[src/sv/pps_pkg.sv]
// ----------------------------------------------------------------------------
// pps_pkg
// Shared types and constants of the preemptive priority scheduler.
// ----------------------------------------------------------------------------
package pps_pkg;

   localparam int MaxProcs   = 16;
   localparam int TimeBits   = 12;
   localparam int PrioBits   = 8;
   localparam int ResBits    = 17;
   localparam int ProcIdBits = 4;
   localparam int IdxBits    = (MaxProcs > 1) ? $clog2(MaxProcs) : 1;
   localparam int CntBits    = $clog2(MaxProcs + 1);

   localparam logic [ResBits-1:0] ResMax = '1;

   typedef struct packed {
      logic [TimeBits-1:0] arrival_time;
      logic [TimeBits-1:0] burst_time;
      logic [PrioBits-1:0] prio_level;
      logic                last_proc;
   } req_item_type;

   typedef struct packed {
      logic [ProcIdBits-1:0] proc_id;
      logic [ResBits-1:0]    wait_ticks;
      logic [ResBits-1:0]    turnaround_ticks;
      logic                  last_result;
   } rsp_item_type;

   // one process table entry as seen on the read port
   typedef struct packed {
      logic [TimeBits-1:0] arrival;
      logic [TimeBits-1:0] burst;
      logic [PrioBits-1:0] prio;
      logic [TimeBits-1:0] remaining;
   } entry_type;

   // outcome of one scan over the table
   typedef struct packed {
      logic                found;
      logic [IdxBits-1:0]  best_idx;
      logic [TimeBits-1:0] best_arrival;
      logic [TimeBits-1:0] best_burst;
      logic [TimeBits-1:0] best_remaining;
      logic                have_next;
      logic [TimeBits-1:0] next_arrival;
   } pick_type;

endpackage

[src/sv/pps_store.sv]
// ----------------------------------------------------------------------------
// pps_store
// Process tables: arrival, burst, priority, remaining and wait, one read port.
// ----------------------------------------------------------------------------
module pps_store import pps_pkg::*; (
   input  logic                clock,
   input  logic                ld_en,
   input  logic [IdxBits-1:0]  ld_idx,
   input  req_item_type        ld_item,
   input  logic                rem_we,
   input  logic [IdxBits-1:0]  rem_idx,
   input  logic [TimeBits-1:0] rem_val,
   input  logic                wait_we,
   input  logic [IdxBits-1:0]  wait_idx,
   input  logic [ResBits-1:0]  wait_val,
   input  logic [IdxBits-1:0]  rd_idx,
   output entry_type           rd_entry,
   output logic [ResBits-1:0]  rd_wait
);

   logic [TimeBits-1:0] arrival_ff   [MaxProcs];
   logic [TimeBits-1:0] burst_ff     [MaxProcs];
   logic [PrioBits-1:0] prio_ff      [MaxProcs];
   logic [TimeBits-1:0] remaining_ff [MaxProcs];
   logic [ResBits-1:0]  wait_ff      [MaxProcs];

   // load writes a whole entry, the scheduler only updates remaining and wait
   always_ff @(posedge clock) begin
      if (ld_en) begin
         arrival_ff[ld_idx]   <= ld_item.arrival_time;
         burst_ff[ld_idx]     <= ld_item.burst_time;
         prio_ff[ld_idx]      <= ld_item.prio_level;
         remaining_ff[ld_idx] <= ld_item.burst_time;
      end else if (rem_we) begin
         remaining_ff[rem_idx] <= rem_val;
      end
      if (wait_we) begin
         wait_ff[wait_idx] <= wait_val;
      end
   end

   // single read port shared by the scan and the result stage
   always_comb begin
      rd_entry.arrival   = arrival_ff[rd_idx];
      rd_entry.burst     = burst_ff[rd_idx];
      rd_entry.prio      = prio_ff[rd_idx];
      rd_entry.remaining = remaining_ff[rd_idx];
      rd_wait            = wait_ff[rd_idx];
   end

endmodule

[src/sv/pps_pick.sv]
// ----------------------------------------------------------------------------
// pps_pick
// Compare unit: walks the table one entry a cycle while step is high, keeping the best ready
// process and the earliest pending arrival.
// ----------------------------------------------------------------------------
module pps_pick import pps_pkg::*; (
   input  logic               clock,
   input  logic               reset,
   input  logic               step,
   input  logic               first,
   input  logic [IdxBits-1:0] idx,
   input  entry_type          entry,
   input  logic [ResBits-1:0] now,
   output pick_type           pick
);

   logic                found_ff, found_in;
   logic                have_next_ff, have_next_in;
   logic [IdxBits-1:0]  best_idx_ff;
   logic [PrioBits-1:0] best_prio_ff;
   logic [TimeBits-1:0] best_arrival_ff, best_burst_ff, best_remaining_ff;
   logic [TimeBits-1:0] next_arrival_ff;
   logic                live, is_ready, take_best, take_next;

   // strict compare keeps the lowest index on equal priority
   always_comb begin
      live      = (entry.remaining != '0);
      is_ready  = (ResBits'(entry.arrival) <= now);
      take_best = live && is_ready && (first || !found_ff || (entry.prio < best_prio_ff));
      take_next = live && !is_ready &&
                  (first || !have_next_ff || (entry.arrival < next_arrival_ff));
      found_in     = take_best || (!first && found_ff);
      have_next_in = take_next || (!first && have_next_ff);
   end

   // flags
   always_ff @(posedge clock) begin
      if (reset) begin
         found_ff     <= 1'b0;
         have_next_ff <= 1'b0;
      end else if (step) begin
         found_ff     <= found_in;
         have_next_ff <= have_next_in;
      end
   end

   // candidate payload
   always_ff @(posedge clock) begin
      if (step && take_best) begin
         best_idx_ff       <= idx;
         best_prio_ff      <= entry.prio;
         best_arrival_ff   <= entry.arrival;
         best_burst_ff     <= entry.burst;
         best_remaining_ff <= entry.remaining;
      end
      if (step && take_next) begin
         next_arrival_ff <= entry.arrival;
      end
   end

   always_comb begin
      pick.found          = found_ff;
      pick.best_idx       = best_idx_ff;
      pick.best_arrival   = best_arrival_ff;
      pick.best_burst     = best_burst_ff;
      pick.best_remaining = best_remaining_ff;
      pick.have_next      = have_next_ff;
      pick.next_arrival   = next_arrival_ff;
   end

endmodule

[src/sv/preemptive_priority_scheduler_sim.sv]
// ----------------------------------------------------------------------------
// preemptive_priority_scheduler_sim
// Loads a set of processes, then simulates preemptive priority scheduling
// and returns wait and turnaround per process in load order.
// ----------------------------------------------------------------------------
// Processes load at one item per cycle, up to 16; items beyond that are
// dropped, and the item marked last_proc starts the run. The run proceeds
// in scheduling events, each a scan of the n loaded entries through one
// shared compare unit followed by an update step, plus a finish step when
// a process finishes. An event ends at a finish, an arrival or an idle jump.
// Results then leave at one item per cycle while the sink is ready; the
// block takes the next set's items as soon as the last result is registered.
module preemptive_priority_scheduler_sim import pps_pkg::*; (
   input  logic         clock,
   input  logic         reset,
   input  logic         req_valid,
   output logic         req_ready,
   input  req_item_type req_item,
   output logic         rsp_valid,
   input  logic         rsp_ready,
   output rsp_item_type rsp_item
);

   typedef enum logic [4:0] {
      S_LOAD  = 5'b00001,
      S_SCAN  = 5'b00010,
      S_APPLY = 5'b00100,
      S_FIN   = 5'b01000,
      S_OUT   = 5'b10000
   } state_type;

   state_type          state_ff, state_in;
   logic [CntBits-1:0] count_ff, count_in;
   logic [CntBits-1:0] live_ff, live_in;
   logic [CntBits-1:0] idx_ff, idx_in;
   logic [ResBits-1:0] now_ff, now_in;
   logic               rsp_valid_ff, rsp_valid_in;
   rsp_item_type       rsp_item_ff, rsp_item_in;

   logic                accept, has_room, load_out, at_end;
   logic                rem_we, wait_we;
   logic [TimeBits-1:0] rem_val, chunk;
   logic [ResBits-1:0]  gap, wait_val;
   logic [ResBits:0]    wait_wide, ta_wide;
   logic [ResBits-1:0]  out_wait;
   logic [CntBits-1:0]  live_load;
   entry_type           rd_entry;
   logic [ResBits-1:0]  rd_wait;
   pick_type            pick;

   assign req_ready = (state_ff == S_LOAD);
   assign accept    = req_valid && req_ready;
   assign has_room  = (count_ff < CntBits'(MaxProcs));
   assign at_end    = (idx_ff == count_ff - 1'b1);
   assign load_out  = (state_ff == S_OUT) && (!rsp_valid_ff || rsp_ready);

   pps_store u_store (
      .clock    (clock),
      .ld_en    (accept && has_room),
      .ld_idx   (count_ff[IdxBits-1:0]),
      .ld_item  (req_item),
      .rem_we   (rem_we),
      .rem_idx  (pick.best_idx),
      .rem_val  (rem_val),
      .wait_we  (wait_we),
      .wait_idx (pick.best_idx),
      .wait_val (wait_val),
      .rd_idx   (idx_ff[IdxBits-1:0]),
      .rd_entry (rd_entry),
      .rd_wait  (rd_wait)
   );

   pps_pick u_pick (
      .clock (clock),
      .reset (reset),
      .step  (state_ff == S_SCAN),
      .first (idx_ff == '0),
      .idx   (idx_ff[IdxBits-1:0]),
      .entry (rd_entry),
      .now   (now_ff),
      .pick  (pick)
   );

   // service slice: run the best process up to its finish or the next arrival
   always_comb begin
      gap     = ResBits'(pick.next_arrival) - now_ff;
      chunk   = (pick.have_next && (gap < ResBits'(pick.best_remaining)))
                ? gap[TimeBits-1:0] : pick.best_remaining;
      rem_val = pick.best_remaining - chunk;
      rem_we  = (state_ff == S_APPLY) && pick.found;
   end

   // wait on completion: finish time minus burst minus arrival, saturated
   always_comb begin
      wait_wide = {1'b0, now_ff} - (ResBits + 1)'(pick.best_burst)
                  - (ResBits + 1)'(pick.best_arrival);
      wait_val  = wait_wide[ResBits] ? ResMax : wait_wide[ResBits-1:0];
      wait_we   = (state_ff == S_FIN);
   end

   // result for the entry under the counter
   always_comb begin
      out_wait = (rd_entry.burst == '0) ? '0 : rd_wait;
      ta_wide  = {1'b0, out_wait} + (ResBits + 1)'(rd_entry.burst);
      rsp_item_in.proc_id          = ProcIdBits'(idx_ff);
      rsp_item_in.wait_ticks       = out_wait;
      rsp_item_in.turnaround_ticks = (rd_entry.burst == '0) ? '0
                                     : (ta_wide[ResBits] ? ResMax : ta_wide[ResBits-1:0]);
      rsp_item_in.last_result      = at_end;
   end

   assign live_load = live_ff + CntBits'(has_room && (req_item.burst_time != '0));

   // sequencer
   always_comb begin
      state_in     = state_ff;
      count_in     = count_ff;
      live_in      = live_ff;
      idx_in       = idx_ff;
      now_in       = now_ff;
      rsp_valid_in = rsp_valid_ff;
      if (rsp_ready) begin
         rsp_valid_in = 1'b0;
      end
      unique case (state_ff)
         S_LOAD: begin
            if (accept) begin
               count_in = count_ff + CntBits'(has_room);
               live_in  = live_load;
               if (req_item.last_proc) begin
                  idx_in   = '0;
                  now_in   = '0;
                  state_in = (live_load == '0) ? S_OUT : S_SCAN;
               end
            end
         end
         S_SCAN: begin
            idx_in = idx_ff + 1'b1;
            if (at_end) begin
               state_in = S_APPLY;
            end
         end
         S_APPLY: begin
            idx_in = '0;
            if (!pick.found) begin
               // nothing ready: jump to the next arrival
               now_in   = ResBits'(pick.next_arrival);
               state_in = S_SCAN;
            end else begin
               now_in   = now_ff + ResBits'(chunk);
               state_in = (rem_val == '0) ? S_FIN : S_SCAN;
            end
         end
         S_FIN: begin
            idx_in   = '0;
            live_in  = live_ff - 1'b1;
            state_in = (live_ff == CntBits'(1)) ? S_OUT : S_SCAN;
         end
         S_OUT: begin
            if (load_out) begin
               rsp_valid_in = 1'b1;
               idx_in       = idx_ff + 1'b1;
               if (at_end) begin
                  count_in = '0;
                  live_in  = '0;
                  now_in   = '0;
                  state_in = S_LOAD;
               end
            end
         end
         default: begin
            state_in = S_LOAD;
         end
      endcase
   end

   // control registers
   always_ff @(posedge clock) begin
      if (reset) begin
         state_ff     <= S_LOAD;
         count_ff     <= '0;
         live_ff      <= '0;
         idx_ff       <= '0;
         now_ff       <= '0;
         rsp_valid_ff <= 1'b0;
      end else begin
         state_ff     <= state_in;
         count_ff     <= count_in;
         live_ff      <= live_in;
         idx_ff       <= idx_in;
         now_ff       <= now_in;
         rsp_valid_ff <= rsp_valid_in;
      end
   end

   // output item register
   always_ff @(posedge clock) begin
      if (load_out) begin
         rsp_item_ff <= rsp_item_in;
      end
   end

   assign rsp_valid = rsp_valid_ff;
   assign rsp_item  = rsp_item_ff;

endmodule

[config.mk]
export PLATFORM = sky130hd
export DESIGN_NAME = preemptive_priority_scheduler_sim
export DESIGN_NICKNAME = d
export VERILOG_FILES = /design/src/sv/pps_pkg.sv /design/src/sv/pps_store.sv /design/src/sv/pps_pick.sv /design/src/sv/preemptive_priority_scheduler_sim.sv
export SDC_FILE = /design/constraint.sdc
export NUM_CORES = 1
export LEC_CHECK = 0
export ABC_AREA = 0
export BUFFER_PORTS_ARGS = -buffer_cell sky130_fd_sc_hd__buf_2
export CAP_MARGIN = 20
export CORE_MARGIN = 3
export CORE_UTILIZATION = 65
export DETAILED_ROUTE_END_ITERATION = 8
export GPL_ROUTABILITY_DRIVEN = 1
export HOLD_SLACK_MARGIN = 0.1
export PLACE_DENSITY = 0.81
export SLEW_MARGIN = 10
export SYNTH_ARGS = -nofsm -noshare
export SYNTH_HDL_FRONTEND = slang
export SYNTH_HIERARCHICAL = 1
export SYNTH_SLANG_ARGS = --single-unit
[constraint.sdc]
create_clock -name clock -period 14.9 [get_ports clock]
set_clock_uncertainty 0.05 [all_clocks]
set_input_delay 3.725 -clock clock [delete_from_list [all_inputs] [get_ports clock]]
set_output_delay 3.725 -clock clock [all_outputs]
set_load 0.02 [all_outputs]
Word-level counts from Yosys, hierarchy flattened
Memory sizes are Yosys's and may differ from the RTL's. A register that Yosys moved wholly into a read port is not among the register bits.
Cells that the tools add are included.
- register bits after elaboration: 139
- memory bits (writable): 976
- input port bits: 37
- output and inout bits: 41
- logic and storage cells: 147
- memories kept: 5
- add/sub/neg operators: 11
- order comparisons: 5
- equal/unequal tests: 12
- muxes and demuxes: 53
- reduce and logical (&&, ||, !) cells: 43
- memories (name ; depth ; bits a word ; rd ports ; clocked after Yosys merged registers in ; write ports ; line ; source):
    u_store.wait_ff ; 16 ; 17 ; 1 ; 1 ; 1 ; pps_store.sv:25 ; logic [ResBits-1:0] wait_ff [MaxProcs];
    u_store.arrival_ff ; 16 ; 12 ; 1 ; 1 ; 1 ; pps_store.sv:21 ; logic [TimeBits-1:0] arrival_ff [MaxProcs];
    u_store.burst_ff ; 16 ; 12 ; 1 ; 1 ; 1 ; pps_store.sv:22 ; logic [TimeBits-1:0] burst_ff [MaxProcs];
    u_store.remaining_ff ; 16 ; 12 ; 1 ; 1 ; 1 ; pps_store.sv:24 ; logic [TimeBits-1:0] remaining_ff [MaxProcs];
    u_store.prio_ff ; 16 ; 8 ; 1 ; 1 ; 1 ; pps_store.sv:23 ; logic [PrioBits-1:0] prio_ff [MaxProcs];
- operators by type and width (cell ; count):
    17-bit 2-to-1 mux ; 8
    5-bit 2-to-1 mux ; 14
    4-bit 2-to-1 mux ; 13
    17-bit case mux with 3 select lines ; 1
    5-bit case mux with 5 select lines ; 1
    12-bit logical NOT ; 2
    12-bit 2-to-1 mux ; 2
    12-bit nonzero test ; 2
    5-bit case mux with 4 select lines ; 1
    17-bit by 12-bit adder with 18-bit output ; 1
    17-bit by 12-bit subtractor with 18-bit output ; 1
    18-bit by 12-bit subtractor with 18-bit output ; 1
    17-bit by 12-bit adder with 17-bit output ; 1
    12-bit by 17-bit <= comparator with 1-bit output ; 1
    17-bit by 12-bit < comparator with 1-bit output ; 1
    12-bit by 17-bit subtractor with 17-bit output ; 1
    5-bit case mux with 3 select lines ; 1
    1-bit logical AND ; 14
    12-bit < comparator ; 1
    4-bit AND reduction ; 3
    12-bit OR reduction ; 1
    12-bit subtractor ; 1
    1-bit 2-to-1 mux ; 11
    5-bit by 1-bit adder with 5-bit output ; 2
    other kinds (21) ; 39

Longest topological paths before layout
- depth after elaboration: 9
- depth in mapped cells: 30
- depth with buffers taken out: 29

Modules after synthesis
Netlist, hierarchy kept.
- by module, submodules not included (module ; instances ; cells each ; area each (µm²) ; seq. area each (µm²)):
    pps_store ; 1 ; 1589 ; 36998.0 ; 29308.1
    preemptive_priority_scheduler_sim ; 1 ; 878 ; 7402.1 ; 1931.9
    pps_pick ; 1 ; 187 ; 2727.6 ; 1841.8

Worst setup path before layout
Ideal clock, no wire load.
- path type: input to register
- start point: in req_valid
- end point: mem u_store.arrival_ff[0][0] (enable)
- library setup time: 461 ps
- data arrival time: 6684 ps
- data required time: 14389 ps
- slack: 7705 ps
- stages on the path: 5
- buffers on the path: 1
- cell sequence: nand2_1 nor2_1 clkbuf_1 nand3_1 nor3_1
- word-level cells in the longest chain between the ends: 4
- RTL lines (what ; line ; source):
    from (decl) ; preemptive_priority_scheduler_sim.sv:16 ; input logic req_valid,
    1-bit logical AND ; preemptive_priority_scheduler_sim.sv:52 ; assign accept = req_valid && req_ready;
    1-bit logical AND ; preemptive_priority_scheduler_sim.sv:59 ; .ld_en (accept && has_room),
    1-bit 2-to-1 mux ; pps_store.sv:29 ; if (ld_en) begin
    1-bit 2-to-1 mux (not written as such) ; pps_store.sv:30 ; arrival_ff[ld_idx] <= ld_item.arrival_time;
    to (decl) ; pps_store.sv:21 ;
Every way passes these cells.

Worst setup path after layout
- start point: reg now_ff[0]
- end point: mem u_store.remaining_ff[13][9], data pin
- word-level cells in the longest chain between the ends: 6
- RTL lines (what ; line ; source):
    from (decl) ; preemptive_priority_scheduler_sim.sv:36 ; logic [ResBits-1:0] now_ff, now_in;
    from (signal assigned) ; preemptive_priority_scheduler_sim.sv:191 ; now_ff <= now_in;
    12-bit by 17-bit subtractor with 17-bit output (*) ; preemptive_priority_scheduler_sim.sv:86 ; gap = ResBits'(pick.next_arrival) - now_ff;
    17-bit by 12-bit < comparator with 1-bit output ; preemptive_priority_scheduler_sim.sv:87 ; chunk = (pick.have_next && (gap < ResBits'(pick.best_remaining)))
    1-bit logical AND ; preemptive_priority_scheduler_sim.sv:87 ;
    12-bit 2-to-1 mux (*) ; preemptive_priority_scheduler_sim.sv:88 ; ? gap[TimeBits-1:0] : pick.best_remaining;
    12-bit subtractor (*) ; preemptive_priority_scheduler_sim.sv:89 ; rem_val = pick.best_remaining - chunk;
    named net rem_val[9] ; preemptive_priority_scheduler_sim.sv:42 ; logic [TimeBits-1:0] rem_val, chunk;
    12-bit 2-to-1 mux (no source line) (*) ; - ;
    to (decl) ; pps_store.sv:24 ;
The timed path passes the listed nets; every way through them passes the cells marked *.

==> flow_results.org <==
** Worst setup path
- Startpoint type of the worst setup path :: flop
- Data on the critical path is required at its endpoint by 15280 ps.
- The worst setup path is of the flop to flop kind.
- The worst setup path is captured at a flop.
- Worst-path maximum fanout :: 18
- Worst endpoint data arrival time :: 8600 ps

** Yosys
- Each instance of the synthesized netlist takes up on average 17.8 sq um.
- Yosys printed 6 warnings.
- Synthesis instantiated 86 different standard cells from the library.
- Cell accounting for the most synthesized area :: sky130_fd_sc_hd__edfxtp_1
- Of the post-synthesis cell area, the dominant cell type holds 0.685.
- Dominant cells by area after synthesis :: sky130_fd_sc_hd__edfxtp_1 68%, sky130_fd_sc_hd__mux4_2 12%, sky130_fd_sc_hd__ha_1 3.0%
- After synthesis the cells add up to 47100 sq um.
- Portion of the post-synthesis area used by sequential elements :: 0.702
- Syn nets :: 2819
- Most common flop cell mapped by yosys :: sky130_fd_sc_hd__edfxtp_1
- Counting flops with a built-in enable in the synthesized netlist gives 1075.
- After synthesis the netlist holds a flip-flop and latch count of 1115.
- Synthesis handed over a netlist of 2654 instances.
- Async set or reset register ratio after synthesis :: 0

** Clock tree
- Number of buffers created by CTS :: 105
- CTS H-tree depth :: 3
- Post-CTS setup repair buffer count :: 0
- The clock reaches the later pin of the worst-skew pair after 680 ps.
- TritonCTS built the clock tree.
- The number of hold buffers added after CTS was 0.
- Number of clock sinks :: 1115
- Clock transition at the registers of the reported paths :: 60 ps
- In this run the deepest clock path goes through 3 buffers.
- After clock tree synthesis, the repair step resized 0 gates.
- Root Driver :: sky130_fd_sc_hd__clkbuf_16

** Cells and area
- Number of nets in the layout :: 2959
- After filler insertion, the fill cell instance count of the layout stands at 4031.
- Fraction of layout instances using a drive strength above 1 :: 0.220
- Area occupied by multi-input gates :: 13200 sq um
- Post-route core utilization :: 0.731
- Final standard cell count with taps included and fillers excluded :: 3837
- In the final layout, flip-flops and latches occupy 33100 sq um.
- Relative area change from synthesis to final layout :: 11.1%

** Power
- Proportion of total power due to net switching :: 0.242
- Internal power comes to 5300 uW.
- Of the total power, the clock network draws 0.387.
- Power per cell area :: 133 nW/um^2
- Power share of the combinational group :: 0.102
- Of the total power, registers draw 0.511.
- VDD sags by at most 120 uV.
- Net Sw Power :: 1690 uW
- Leak :: 0.0172 uW

** Global route
- For this run, the total global-route usage over all layers was measured as 0.332.
- The number of global-route vias before repair was 27600.
- Global routing finished with a remaining overflow of 0.
- Number of antenna violations at the first check in global routing :: 5
- Wire length of the first global-routing pass :: 181000 microns
- Pin count of the biggest net entering global routing :: 173

** Drt
- The routed design has 123000 microns of wire.
- In the final routed layout, each cell accounts on average for 32.0 microns.
- Antenna Nets Post-Route :: 0
- In the routed design, unresolved DRC markers number 0.
- Pre-antenna DRT Iters :: 6
- Using the TritonRoute via totals, the vias-per-cell ratio works out to 7.02.
- After the first detailed-routing iteration, the DRC count stood at 3318.
- Routed via count :: 27000

** Die
- The floorplan step set the die height to 275 microns.
- In this run the standard cell core region covers 71600 sq um.
- Die outline area :: 75800 sq um
- Overall die width :: 275 microns
- Top-level I/O count :: 78
- Starting Density :: 0.658
- The initialized floorplan defines 98 standard-cell rows.

** Placed design
- Once detailed placement completed, the half-perimeter wirelength came to 68400 microns.
- Final weighted congestion in routability-driven placement :: 0.904
- Number of placed instances with taps included :: 3634
- Port buffering added 77 buffers.

** STA
- At the pin with the least slew margin, the transition time is 1140 ps.
- The final hold violation count was 0.
- Headroom to the max-slew limit came out at 0.241.
- Fin crit share :: 0.552
- Setup violations remaining at the end of the flow were counted as 0.
- Summed over all failing endpoints, the final setup total negative slack is 0 ps.
- RSZ-0062 raised after global routing :: no
- The worst path in the final design needs a cycle of 8230 ps, including I/O delays and setup.
- Final Max Tran Viols :: 0
- Max Freq :: 0.122 GHz

** Job
- Across the run, the number of max-cap violations was 0.

** Hold path
- The path class of the tightest hold or removal check is flop to flop.

** Status
- The flow ran to the end, and the final reports show no timing, DRC or antenna violations.
-- stage by stage --
step	setup WS, ps	total power [uW]	hold WS, ps	instance area (sq um)
6_report	6670	6990	453	52400
5_1_grt	6090	7190	488	52400
4_1_cts	6880	7000	460	52300
3_5_place_dp	6920	4320	450	48800
3_3_place_gp	6840	4290	448	48800
2_1_floorplan	7700	4070	398	47100
-- path summary, 6_finish.rpt --
kind                   from                           to  slack, ps  cells past startpoint
setup / recovery  now_ff[0]  u_store/remaining_ff[13][9]       6670                     26
hold / removal    rsp_valid                    rsp_valid        450                      2
setup reg to reg  now_ff[0]  u_store/remaining_ff[13][9]       6670                     26
hold reg to reg   rsp_valid                    rsp_valid        450                      2
-- state kept, by name, summed over array words and instances (netlist names), 17 cells and up --
signal                cells
now_ff                   17
rsp_item                 39
u_store/arrival_ff      192
u_store/burst_ff        192
u_store/prio_ff         128
u_store/remaining_ff    192
u_store/wait_ff         272
-- layout by cell type, fill, tap and decap left out, types with 10 or more instances in the layout --
cell                           n
sky130_fd_sc_hd__clkinv_1     18
sky130_fd_sc_hd__a31oi_1      10
sky130_fd_sc_hd__nor2_4       14
sky130_fd_sc_hd__bufinv_16    11
sky130_fd_sc_hd__nor2_1       95
sky130_fd_sc_hd__clkbuf_16   106
sky130_fd_sc_hd__edfxtp_1   1075
sky130_fd_sc_hd__clkbuf_1     14
sky130_fd_sc_hd__nand2b_1     15
sky130_fd_sc_hd__nand3_1      24
sky130_fd_sc_hd__inv_1       122
sky130_fd_sc_hd__ha_1        112
sky130_fd_sc_hd__o21a_1       15
sky130_fd_sc_hd__or2_2        11
sky130_fd_sc_hd__buf_2        77
sky130_fd_sc_hd__and2_1       19
sky130_fd_sc_hd__clkinv_2     24
sky130_fd_sc_hd__nor3_1       26
sky130_fd_sc_hd__nor2b_1      13
sky130_fd_sc_hd__a211oi_1     14
sky130_fd_sc_hd__a22oi_1     127
sky130_fd_sc_hd__xnor2_1      35
sky130_fd_sc_hd__or3_1        10
sky130_fd_sc_hd__a21o_1       18
sky130_fd_sc_hd__buf_4        61
sky130_fd_sc_hd__fa_1         16
sky130_fd_sc_hd__mux2_1       10
sky130_fd_sc_hd__mux4_2      244
sky130_fd_sc_hd__dfxtp_1      38
sky130_fd_sc_hd__xor2_1       28
sky130_fd_sc_hd__nor2_2       16
sky130_fd_sc_hd__o21ai_0      46
sky130_fd_sc_hd__nand2_1     140
sky130_fd_sc_hd__a21oi_1      77
sky130_fd_sc_hd__nor4_1       14
-- critical path: stages, from the launching register on --
cell and delay, ps:
sky130_fd_sc_hd__dfxtp_1 470, sky130_fd_sc_hd__ha_1 220, sky130_fd_sc_hd__inv_1 60, sky130_fd_sc_hd__fa_1 420, sky130_fd_sc_hd__a211oi_1 280, sky130_fd_sc_hd__nor2_1 150, sky130_fd_sc_hd__o31a_1 280, sky130_fd_sc_hd__o21a_1 170
sky130_fd_sc_hd__nor2_1 180, sky130_fd_sc_hd__o21ai_0 150, sky130_fd_sc_hd__xor2_1 200, sky130_fd_sc_hd__ha_1 220, sky130_fd_sc_hd__or4_1 550, sky130_fd_sc_hd__a2111oi_0 400, sky130_fd_sc_hd__o311ai_0 310, sky130_fd_sc_hd__a2111oi_4 600
sky130_fd_sc_hd__buf_6 250, sky130_fd_sc_hd__nand2_1 60, sky130_fd_sc_hd__o21ai_0 280, sky130_fd_sc_hd__inv_1 120, sky130_fd_sc_hd__ha_1 300, sky130_fd_sc_hd__nor2b_1 220, sky130_fd_sc_hd__o2111ai_1 160, sky130_fd_sc_hd__and3_1 240
sky130_fd_sc_hd__or2_2 320, sky130_fd_sc_hd__o311ai_0 780, sky130_fd_sc_hd__mux2_1 500
-- cell families (layout without fill, tap and decap cells) --
| group | after synthesis | count (layout) | synth area share |
|---|---|---|---|
| adders and majority gates | 128 | 128 | 0.0365 |
| DFF | 1115 | 1115 | 0.702 |
| xor gates and xnor gates | 66 | 66 | 0.0127 |
| muxes | 266 | 266 | 0.122 |
| and+or+nand+nor | 462 | 462 | 0.0474 |
| AOI/OAI and AO/OA | 384 | 384 | 0.0574 |
| buffers and inverters | 233 | 461 | 0.0224 |
| other | 0 | 5 | 0 |
-- layer usage --
layer	global-route usage	part of all wire	vias up
li1	-	-	10900
met1	0.448	0.35	13600
met3	0.0728	0.11	383
met2	0.532	0.49	2011
met4	0.147	0.046	4
met5	0	0.00020	-
-- power by group through the flow --
stage / clock (uW) / sequential (uW) / combinational [uW]
after floorplan: 0 / 3620 / 454
after global placement: 0 / 3630 / 663
after detailed placement: 0 / 3630 / 685
after CTS: 2730 / 3570 / 700
after global routing: 2850 / 3570 / 769
final: 2710 / 3570 / 715
-- cell usage after synthesis (all sizes together), types with 12 or more instances --
library cell / count
clkbuf: 62
and2: 21
a21oi: 78
nand3: 24
edfxtp: 1075
nand2: 140
mux2: 16
dfxtp: 40
nor3: 35
nor2: 125
fa: 16
a22oi: 127
mux4: 244
or2: 12
a21o: 19
buf: 48
inv: 122
o21ai: 51
o21a: 15
nor4: 15
ha: 112
xnor2: 35
xor2: 30
nand2b: 15
a211oi: 15
nor2b: 15
-- final cells by class --
cell class / instances / area share
Sequential cell: 1115 / 0.632
Multi-Input combinational cell: 1306 / 0.252
Clock buffer: 123 / 0.0524
Tap cell: 950 / 0.0227
Timing Repair Buffer: 143 / 0.0175
Clock inverter: 72 / 0.0141
Inverter: 123 / 0.00881
Antenna cell: 5 / 0.000239
No activity file was read; power rests on OpenSTA's default activity.
